==> src/hdl/icpa_pkg.sv <==
`timescale 1ns / 1ps

package icpa_pkg;

  localparam int STORE_DEPTH = 16;
  localparam int IDX_W       = $clog2(STORE_DEPTH);
  localparam int LEN_W       = 5;
  localparam int CHAN_W      = 3;
  localparam int CMD_W       = 2;
  localparam int DATA_W      = 32;
  localparam int SUM_W       = DATA_W + $clog2(STORE_DEPTH);
  localparam int DCNT_W      = $clog2(SUM_W);
  localparam int CFG_W       = 5;

  localparam logic [DATA_W-1:0] COUNTER_TOP   = 32'hFFFF_FFFE;
  localparam logic [CHAN_W-1:0] CHANNEL_COUNT = 3'd4;
  localparam logic [LEN_W-1:0]  LENGTH_MAX    = LEN_W'(STORE_DEPTH);

  localparam logic [CMD_W-1:0] CMD_TICK    = 2'd0;
  localparam logic [CMD_W-1:0] CMD_CAPTURE = 2'd1;
  localparam logic [CMD_W-1:0] CMD_QUERY   = 2'd2;

  localparam logic CFG_FIFO_LENGTH      = 1'b0;
  localparam logic CFG_SELECTED_CHANNEL = 1'b1;

  typedef struct packed {
    logic [CMD_W-1:0]  command;
    logic [CHAN_W-1:0] event_channel;
  } in_t;

  typedef struct packed {
    logic [DATA_W-1:0] last_capture;
    logic [DATA_W-1:0] average;
    logic              captured;
  } out_t;

  typedef enum logic [2:0] {
    ST_IDLE,
    ST_SUM,
    ST_DIV_LOAD,
    ST_DIV,
    ST_DONE
  } state_t;

  typedef struct packed {
    logic exec;
    logic sum_clr;
    logic sum_acc;
    logic div_init;
    logic div_step;
    logic load_avg;
  } ctrl_cmd_t;

  typedef struct packed {
    logic is_query;
    logic sum_last;
    logic div_last;
    logic out_free;
  } ctrl_status_t;

endpackage

==> src/hdl/icpa_ctrl.sv <==
`timescale 1ns / 1ps

module icpa_ctrl (
  input  logic                   clk,
  input  logic                   rst,
  input  logic                   in_valid,
  output logic                   in_ready,
  input  icpa_pkg::ctrl_status_t status,
  output icpa_pkg::ctrl_cmd_t    cmd
);

  icpa_pkg::state_t state;
  icpa_pkg::state_t state_next;
  logic             take;

  assign take = (state == icpa_pkg::ST_IDLE) && status.out_free && in_valid;

  always_ff @(posedge clk) begin
    if (rst) begin
      state <= icpa_pkg::ST_IDLE;
    end else begin
      state <= state_next;
    end
  end

  always_comb begin
    state_next = state;
    case (state)
      icpa_pkg::ST_IDLE: begin
        if (take && status.is_query) begin
          state_next = icpa_pkg::ST_SUM;
        end
      end
      icpa_pkg::ST_SUM: begin
        if (status.sum_last) begin
          state_next = icpa_pkg::ST_DIV_LOAD;
        end
      end
      icpa_pkg::ST_DIV_LOAD: begin
        state_next = icpa_pkg::ST_DIV;
      end
      icpa_pkg::ST_DIV: begin
        if (status.div_last) begin
          state_next = icpa_pkg::ST_DONE;
        end
      end
      icpa_pkg::ST_DONE: begin
        if (status.out_free) begin
          state_next = icpa_pkg::ST_IDLE;
        end
      end
      default: begin
        state_next = icpa_pkg::ST_IDLE;
      end
    endcase
  end

  always_comb begin
    cmd      = '0;
    in_ready = 1'b0;
    case (state)
      icpa_pkg::ST_IDLE: begin
        in_ready    = status.out_free;
        cmd.exec    = take && !status.is_query;
        cmd.sum_clr = take && status.is_query;
      end
      icpa_pkg::ST_SUM: begin
        cmd.sum_acc = 1'b1;
      end
      icpa_pkg::ST_DIV_LOAD: begin
        cmd.div_init = 1'b1;
      end
      icpa_pkg::ST_DIV: begin
        cmd.div_step = 1'b1;
      end
      icpa_pkg::ST_DONE: begin
        cmd.load_avg = status.out_free;
      end
      default: begin
        cmd = '0;
      end
    endcase
  end

endmodule

==> src/hdl/icpa_dp.sv <==
`timescale 1ns / 1ps

module icpa_dp (
  input  logic                            clk,
  input  logic                            rst,
  input  logic                            cfg_we,
  input  logic                            cfg_index,
  input  logic [icpa_pkg::CFG_W-1:0]      cfg_data,
  input  icpa_pkg::in_t                   in_data,
  output logic                            out_valid,
  input  logic                            out_ready,
  output icpa_pkg::out_t                  out_data,
  input  icpa_pkg::ctrl_cmd_t             cmd,
  output icpa_pkg::ctrl_status_t          status
);

  localparam int IDX_W  = icpa_pkg::IDX_W;
  localparam int LEN_W  = icpa_pkg::LEN_W;
  localparam int CHAN_W = icpa_pkg::CHAN_W;
  localparam int DATA_W = icpa_pkg::DATA_W;
  localparam int SUM_W  = icpa_pkg::SUM_W;
  localparam int DCNT_W = icpa_pkg::DCNT_W;

  logic [LEN_W-1:0]  fifo_length;
  logic [CHAN_W-1:0] selected_channel;

  logic [DATA_W-1:0] tick_count;
  logic [DATA_W-1:0] latched_value;
  logic [IDX_W-1:0]  write_index;
  logic [DATA_W-1:0] store [icpa_pkg::STORE_DEPTH];
  logic [icpa_pkg::STORE_DEPTH-1:0] store_valid;

  logic [IDX_W-1:0]  sum_idx;
  logic [SUM_W-1:0]  sum_acc;
  logic [SUM_W-1:0]  quot;
  logic [LEN_W-1:0]  rem;
  logic [DCNT_W-1:0] div_cnt;

  logic              hit;
  logic [LEN_W-1:0]  slot_inc;
  logic [IDX_W-1:0]  write_index_next;
  logic [DATA_W-1:0] tick_next;
  logic [LEN_W-1:0]  len_m1;
  logic [DATA_W-1:0] entry;
  logic [LEN_W:0]    trial;
  logic              trial_ge;

  // configuration, clamped to the legal range
  always_ff @(posedge clk) begin
    if (rst) begin
      fifo_length      <= icpa_pkg::LENGTH_MAX;
      selected_channel <= CHAN_W'(1);
    end else if (cfg_we) begin
      if (cfg_index == icpa_pkg::CFG_FIFO_LENGTH) begin
        if (cfg_data[LEN_W-1:0] == '0) begin
          fifo_length <= LEN_W'(1);
        end else if (cfg_data[LEN_W-1:0] > icpa_pkg::LENGTH_MAX) begin
          fifo_length <= icpa_pkg::LENGTH_MAX;
        end else begin
          fifo_length <= cfg_data[LEN_W-1:0];
        end
      end else begin
        if (cfg_data[CHAN_W-1:0] == '0) begin
          selected_channel <= CHAN_W'(1);
        end else if (cfg_data[CHAN_W-1:0] > icpa_pkg::CHANNEL_COUNT) begin
          selected_channel <= icpa_pkg::CHANNEL_COUNT;
        end else begin
          selected_channel <= cfg_data[CHAN_W-1:0];
        end
      end
    end
  end

  assign hit      = (in_data.command == icpa_pkg::CMD_CAPTURE) &&
                    (in_data.event_channel == selected_channel);
  assign slot_inc = LEN_W'(write_index) + LEN_W'(1);
  assign write_index_next = (slot_inc >= fifo_length) ? '0 : slot_inc[IDX_W-1:0];
  assign tick_next = (tick_count >= icpa_pkg::COUNTER_TOP) ? '0 : tick_count + DATA_W'(1);

  // counter, latch and ring write
  always_ff @(posedge clk) begin
    if (rst) begin
      tick_count    <= '0;
      latched_value <= '0;
      write_index   <= '0;
      store_valid   <= '0;
    end else if (cmd.exec) begin
      if (in_data.command == icpa_pkg::CMD_TICK) begin
        tick_count <= tick_next;
      end else if (hit) begin
        latched_value            <= tick_count;
        tick_count               <= '0;
        write_index              <= write_index_next;
        store_valid[write_index] <= 1'b1;
      end
    end
  end

  always_ff @(posedge clk) begin
    if (cmd.exec && hit) begin
      store[write_index] <= tick_count;
    end
  end

  // walk the first fifo_length entries, one per cycle
  assign len_m1 = fifo_length - LEN_W'(1);
  assign entry  = store_valid[sum_idx] ? store[sum_idx] : '0;

  always_ff @(posedge clk) begin
    if (cmd.sum_clr) begin
      sum_idx <= '0;
      sum_acc <= '0;
    end else if (cmd.sum_acc) begin
      sum_idx <= sum_idx + IDX_W'(1);
      sum_acc <= sum_acc + SUM_W'(entry);
    end
  end

  // restoring divider, one quotient bit per cycle
  assign trial    = {rem, quot[SUM_W-1]};
  assign trial_ge = trial >= (LEN_W + 1)'(fifo_length);

  always_ff @(posedge clk) begin
    if (cmd.div_init) begin
      quot    <= sum_acc;
      rem     <= '0;
      div_cnt <= '0;
    end else if (cmd.div_step) begin
      rem     <= trial_ge ? LEN_W'(trial - (LEN_W + 1)'(fifo_length)) : trial[LEN_W-1:0];
      quot    <= {quot[SUM_W-2:0], trial_ge};
      div_cnt <= div_cnt + DCNT_W'(1);
    end
  end

  // result register
  always_ff @(posedge clk) begin
    if (rst) begin
      out_valid <= 1'b0;
    end else if (cmd.exec || cmd.load_avg) begin
      out_valid <= 1'b1;
    end else if (out_ready) begin
      out_valid <= 1'b0;
    end
  end

  always_ff @(posedge clk) begin
    if (cmd.exec) begin
      out_data.last_capture <= hit ? tick_count : latched_value;
      out_data.average      <= '0;
      out_data.captured     <= hit;
    end else if (cmd.load_avg) begin
      out_data.last_capture <= latched_value;
      out_data.average      <= quot[DATA_W-1:0];
      out_data.captured     <= 1'b0;
    end
  end

  assign status.is_query = (in_data.command == icpa_pkg::CMD_QUERY);
  assign status.sum_last = (sum_idx == len_m1[IDX_W-1:0]);
  assign status.div_last = (div_cnt == DCNT_W'(SUM_W - 1));
  assign status.out_free = !out_valid || out_ready;

endmodule

==> src/hdl/input_capture_period_averager_top.sv <==
`timescale 1ns / 1ps

// Channel   Handshake              Payload
// in        in_valid / in_ready    in_data   (command, event_channel)
// out       out_valid / out_ready  out_data  (last_capture, average, captured)
// cfg       cfg_we                 cfg_index, cfg_data
//
// For tick, capture and unused commands the result is registered at the edge
// that accepts the transaction.
// A query sums the first fifo_length entries in a walk, then divides the sum
// by fifo_length in the 36-bit restoring divider.
// Reset (rst, synchronous) clears the counter, latch, index and entry valid bits.
// in_ready drops while a query runs or while the result register is full and
// out_ready is low.

module input_capture_period_averager_top (
  input  logic                       clk,
  input  logic                       rst,
  input  logic                       in_valid,
  output logic                       in_ready,
  input  icpa_pkg::in_t              in_data,
  output logic                       out_valid,
  input  logic                       out_ready,
  output icpa_pkg::out_t             out_data,
  input  logic                       cfg_we,
  input  logic                       cfg_index,
  input  logic [icpa_pkg::CFG_W-1:0] cfg_data
);

  icpa_pkg::ctrl_cmd_t    cmd;
  icpa_pkg::ctrl_status_t status;

  icpa_ctrl u_ctrl (
    .clk      (clk),
    .rst      (rst),
    .in_valid (in_valid),
    .in_ready (in_ready),
    .status   (status),
    .cmd      (cmd)
  );

  icpa_dp u_dp (
    .clk       (clk),
    .rst       (rst),
    .cfg_we    (cfg_we),
    .cfg_index (cfg_index),
    .cfg_data  (cfg_data),
    .in_data   (in_data),
    .out_valid (out_valid),
    .out_ready (out_ready),
    .out_data  (out_data),
    .cmd       (cmd),
    .status    (status)
  );

  // a query holds off further transactions while it runs
  assert property (@(posedge clk) disable iff (rst)
    in_valid && in_ready && (in_data.command == icpa_pkg::CMD_QUERY) |=> !in_ready)
    else $error("input accepted during a running query");

  assert property (@(posedge clk) disable iff (rst)
    in_valid && in_ready && (in_data.command != icpa_pkg::CMD_QUERY) |=> out_valid)
    else $error("single-cycle transaction produced no result");

  assert property (@(posedge clk) disable iff (rst)
    out_valid && out_data.captured |-> (out_data.average == '0))
    else $error("capture result carries a nonzero average");

endmodule

==> config.mk <==
export PLATFORM = sky130hd
export DESIGN_NAME = input_capture_period_averager_top
export DESIGN_NICKNAME = d
export VERILOG_FILES = /design/src/hdl/icpa_pkg.sv /design/src/hdl/icpa_ctrl.sv /design/src/hdl/icpa_dp.sv /design/src/hdl/input_capture_period_averager_top.sv
export SDC_FILE = /design/constraint.sdc
export NUM_CORES = 1
export LEC_CHECK = 0
export ABC_AREA = 1
export BUFFER_PORTS_ARGS = -buffer_cell sky130_fd_sc_hd__buf_2
export CAP_MARGIN = 30
export CORE_MARGIN = 2
export CORE_UTILIZATION = 50
export CTS_CLUSTER_DIAMETER = 120
export CTS_CLUSTER_SIZE = 10
export DETAILED_ROUTE_END_ITERATION = 12
export PLACE_DENSITY_LB_ADDON = 0.12
export SYNTH_ARGS = -nofsm -noshare
export SYNTH_HDL_FRONTEND = slang
export SYNTH_SLANG_ARGS = --single-unit
==> constraint.sdc <==
create_clock -name clk -period 5.37 [get_ports clk]
set_input_delay 0.537 -clock clk [delete_from_list [all_inputs] [get_ports clk]]
set_output_delay 0.537 -clock clk [all_outputs]
set_load 0.05 [all_outputs]
; ---- Yosys cells after proc, flatten, opt, wreduce, memory -nomap -nowiden
; Memories as Yosys holds them, arrays and structs flattened. A register that Yosys moved wholly into a read port is not among the register bits.
; Cells that the tools add are included.
[classes]
add_sub_neg = 7
n_eq_ne = 13
n_bitwise = 3
muxes = 36
n_lt_le_gt_ge = 8
n_reduce_logical = 25
[ops]
columns = op, n
row1 = two-way mux 32 bit, 5
row2 = two-way mux 65 bit, 2
row3 = two-way mux 36 bit, 2
row4 = adder 36 x 32 -> 36 bit, 1
row5 = adder 32 x 1 -> 32 bit (second input constant), 1
row6 = greater-or-equal comparator 32 bit (second input constant), 1
row7 = two-way mux 3 bit, 6
row8 = OR 16 bit, 1
row9 = two-way mux 5 bit, 3
row10 = case mux 3 bit (5 select lines), 1
row11 = two-way mux 4 bit, 3
row12 = two-way mux 1 bit, 11
row13 = less-than comparator 4 x 5 -> 1 bit (second input constant), 2
row14 = AND reduction 2 bit, 4
row15 = nonzero test 2 bit, 4
row16 = logical AND 1 bit, 7
row17 = adder 6 x 1 -> 6 bit (second input constant), 1
row18 = == test 3 x 2 -> 1 bit (second input constant), 2
row19 = == test 6 bit (second input constant), 1
row20 = greater-or-equal comparator 6 x 5 -> 1 bit, 1
row21 = logical NOT 3 bit, 2
row22 = != test 2 bit (second input constant), 3
row23 = adder 4 x 1 -> 5 bit (second input constant), 1
row24 = greater-or-equal comparator 5 bit, 1
row25 = 23 further kinds, 26
[word_totals]
register_bits = 248
ramBits = 512
n_memories = 1
elab_cells = 109
[memory_table]
columns = name, depth, word_bits, read_ports, rd_clocked_by_memory_dff, wr, line_no
row1 = u_dp.store, 16, 32, 1, 1, 1, icpa_dp.sv:30  ; logic [DATA_W-1:0] store [icpa_pkg::STORE_DEPTH];

; ---- Depth between registers and ports, before layout
[depth]
ltp_word = 9
depth_mapped = 26

; ---- Cells and area by module
; From an unflattened synthesis, not the netlist that was laid out.
[hier_totals]
hier_cells = 3487
area_unflattened_um2 = 34461.8
[by_module_without_submodules]
columns = module, seq_area_each_um2, n_inst, cells_each, area_each_um2
row1 = icpa_dp, 21050.2, 1, 3450, 34217.8
row2 = icpa_ctrl, 60.1, 1, 37, 244.0

; ---- Least setup slack after synthesis
; OpenSTA, ideal clock, no wires.
[synth_path]
path_kind = input to register
from = input in_data[3] in the netlist's numbering
to = memory u_dp.store[0][0] (enable)
setup_slack_ns = 1.303
stages = 7
t_required_ns = 4.906
setup_ns = 0.464
n_path_buf = 1
t_arrival_ns = 3.604
path_cell_list = buf_4 > nand2_1 > nor3_2 > nand2_2 > nor2_8 > inv_2 > nor3_1
[synth_between]
elab_chain_cells = 7
[synth_rtl]
columns = element, line_no
row1 = from (decl), input_capture_period_averager_top.sv:21  ; input icpa_pkg::in_t in_data,
row2 = == test 2 bit, icpa_dp.sv:158  ; assign status.is_query = (in_data.command == icpa_pkg::CMD_QUERY);
row3 = logical NOT 1 bit, icpa_ctrl.sv:64  ; cmd.exec = take && !status.is_query;
row4 = logical AND 1 bit, icpa_ctrl.sv:64
row5 = two-way mux 2 bit, icpa_ctrl.sv:61  ; case (state)
row6 = logical AND 1 bit *, icpa_dp.sv:100  ; if (cmd.exec && hit) begin
row7 = two-way mux 1 bit *, icpa_dp.sv:100
row8 = two-way mux 1 bit (implied by the code) *, icpa_dp.sv:101  ; store[write_index] <= tick_count;
row9 = to (decl), icpa_dp.sv:30
; Mark *: on every way between the ends. The rest lies on a longest branch, timed or not.

==> metrics <==
GRT Util Overall 25.9%; num ports 83; Post-synth EDFFs 581; Worst-Skew Late Latency 650 ps; CP required 5880 ps; P_sw 0.00770 W; worst hold-check path type input pin to register; CTS tree yes; detailed-route via count 24689; fmax 0.230 GHz; slowest CP cell o21ai_0; vias in the first global route 23496; post-route ant nets 0; Syn Nets 3568; Avg WL per Cell 20.5 um; clock-pin slew on the worst setup and hold paths 60 ps; Final Hold Fails 0; I/O Buffers 82; Filler cells 5930; cts repair resizes 0; initial antenna violation count 0; synth warn 0; reg2reg path depth 16; Cells after DPL 4351; routed vias/inst 5.49; CTS Hold Bufs 0; die height 266 um; Final HPWL DP 58300 um; Crit. End Element register; Cell Count, Final, Fillers Out 4495; Setup TNS 0 ps; post-route clock period utilization 80.8%; global-route wire length before repair 139000 um; cell taking the most area after synthesis edfxtp_1; max incr delay on CP 760 ps; Slew @ Worst Pin 982 ps; Seq/Total Area, Yosys 61.4%; commonest cells after routing, fill and taps aside 648 x nand2_1, 581 x edfxtp_1, 528 x inv_1; final net count 3627; top-area cell type share of the netlist area 50.8%; Hold Path Stages 3; post-CTS setup buffer count 0; layout cells sized above 1 7.33%; die footprint 70900 sq um; synth top area cells edfxtp_1 51%, dfxtp_1 11%, nand2_1 7.1%; Syn Area/Cell 9.82 sq um; Max Cap Violations 0; grt total ovfl 0; sequential share of power 35.7%; Syn Std Cell Area 34400 sq um; root buf cell clkbuf_16; H-tree Lvls 3; peak supply drop 0.285 mV; Power Dens Cells 514 nW/um^2; drt pass-1 iters 6; status complete, no violations; WL final 92200 um; RSZ-0062 raised after global routing no; Max Slew Vio Count 0; switching share of power 39.2%; initial core utilization 50.3%; die width 266 um; clk buf depth 3; RePlAce Congestion 0.937; largest net degree at the start of global routing 89; Layout Skew 32.7 ps; Startpoint Class register; synthesis-to-layout area growth 11.3%; Core ar. 68300 sq um; # diodes 0; Worst Path Class, Setup register to register; Synth cell types 48; leakage dissipation 15.8 nW; post-layout minimum cycle time 4340 ps; WP data arrival 4850 ps; Main synth FF type edfxtp_1; final setup vio count 0; FFs w/ async S/R, synth 0%; CTS sink count 764; most common cell after layout, fill and taps aside nand2_1; Comb power frac 37.1%; Synth Register Bits 764; cts bufs inserted 86; cell repeated most along the worst path nand2_1; Clock Power Share 27.2%; # DRC 0; CP Cell Sequence clkinv_2 -> buf_12 -> o211ai_1 -> o21ai_0 -> o21ai_0 -> nand2_1 -> inv_1 -> ha_1 -> a21oi_1 -> nand2_1 -> a21oi_1 -> nand2_1 -> nand2_1 -> nand2_1 -> o21ai_0 -> inv_1; Syn Inst Count 3499; # rows 96; drt initial violations 2129; Int Power 0.0120 W; Slew headroom 34.1%; CP max FO 64
## worst paths after layout
kind	start	to	slack, ps
min	cfg_data[0]	u_dp.selected_channel[0]	170
max reg2reg	register	u_dp.sum_acc[18]	1030
max	register	u_dp.sum_acc[18]	1030
min reg2reg	u_dp.div_cnt[5]	u_dp.div_cnt[5]	470
## cells in the mapped netlist, types with 2 or more instances
master,number
a211oi_1,3
a21oi_1,282
a22oi_1,2
a31oi_1,3
and2_1,2
buf_1,19
buf_2,34
buf_4,11
buf_6,2
clkbuf_1,93
clkinv_1,2
dfxtp_1,183
edfxtp_1,581
fa_1,2
ha_1,51
inv_1,540
inv_2,5
mux2i_1,116
nand2_1,649
nand2_2,4
nand3_1,117
nand4_1,19
nor2_1,160
nor3_1,32
nor3_2,2
nor3b_1,4
nor4_1,2
o211ai_1,14
o21a_1,3
o21ai_0,457
o21ai_1,8
o21bai_1,4
o221ai_1,6
o22ai_1,45
or2_2,3
xnor2_1,6
xor2_1,22
## power groups by stage
stage	combinational [W]	clock, W	sequential [W]
6_report	0.00729	0.00535	0.00701
5_1_grt	0.00810	0.00568	0.00705
4_1_cts	0.00728	0.00545	0.00701
3_5_place_dp	0.00724	0	0.00713
3_3_place_gp	0.00720	0	0.00712
2_1_floorplan	0.00506	0	0.00713
## registers in the layout, indices dropped and copies added (netlist names), named ones only
register and flops:
u_dp.quot 36, u_dp.div_cnt 6, u_dp.out_valid 1, u_dp.tick_count 32
u_dp.fifo_length 5, u_dp.sum_acc 36, u_dp.selected_channel 3, u_dp.store_valid 16
u_dp.latched_value 32, u_dp.rem 5, u_dp.out_data 65, u_ctrl.state 3
u_dp.store 512, u_dp.sum_idx 4, u_dp.write_index 4
## final cells by class
class                   count  area, sq um  area share, %
inverters                 547         2050           5.37
flip-flops and latches    764        21100           55.2
well taps                 882         1100           2.88
repair buffers            130          916           2.39
clock inverters             7          141          0.370
multi-input cells        2029        10600           27.6
clock buffers             136         2360           6.17
## cell families after synthesis
group	count (synthesis)	share of synthesized area (%)
AND/OR/NAND/NOR	1000	11.9
multiplexers	116	3.38
buffers and inverters	706	8.00
flip-flops	764	61.4
XOR/XNOR	28	0.713
AO/OA/AOI/OAI	832	12.6
adder cells (fa/ha/maj)	53	1.97
## critical path: cells and delay by family (launching register included)
kind	cells	cell delay [ps]
adders and majority gates	1	300
AOI/OAI and AO/OA	6	1760
and+or+nand+nor	5	600
DFF	1	630
buffers and inverters	4	870
## stage by stage
step | util, % | setup slack (ps) | cell area (sq um) | total power [W] | hold slack, ps
2_1_floorplan | - | 1300 | 34400 | 0.0122 | 435
3_3_place_gp | 52.2 | 1200 | 35600 | 0.0143 | 450
3_5_place_dp | 52.3 | 1160 | 35700 | 0.0144 | 455
4_1_cts | 55.9 | 1110 | 38200 | 0.0197 | 144
5_1_grt | 56.0 | 912 | 38300 | 0.0208 | 174
6_report | 56.0 | 1030 | 38300 | 0.0197 | 165
## layer usage
metal	wire [um]	GRT usage, %
met5	0	0
met4	2510	8.44
met3	5120	3.65
met1	39100	34.0
met2	45500	44.3
Power figures use the tool's default switching activity.
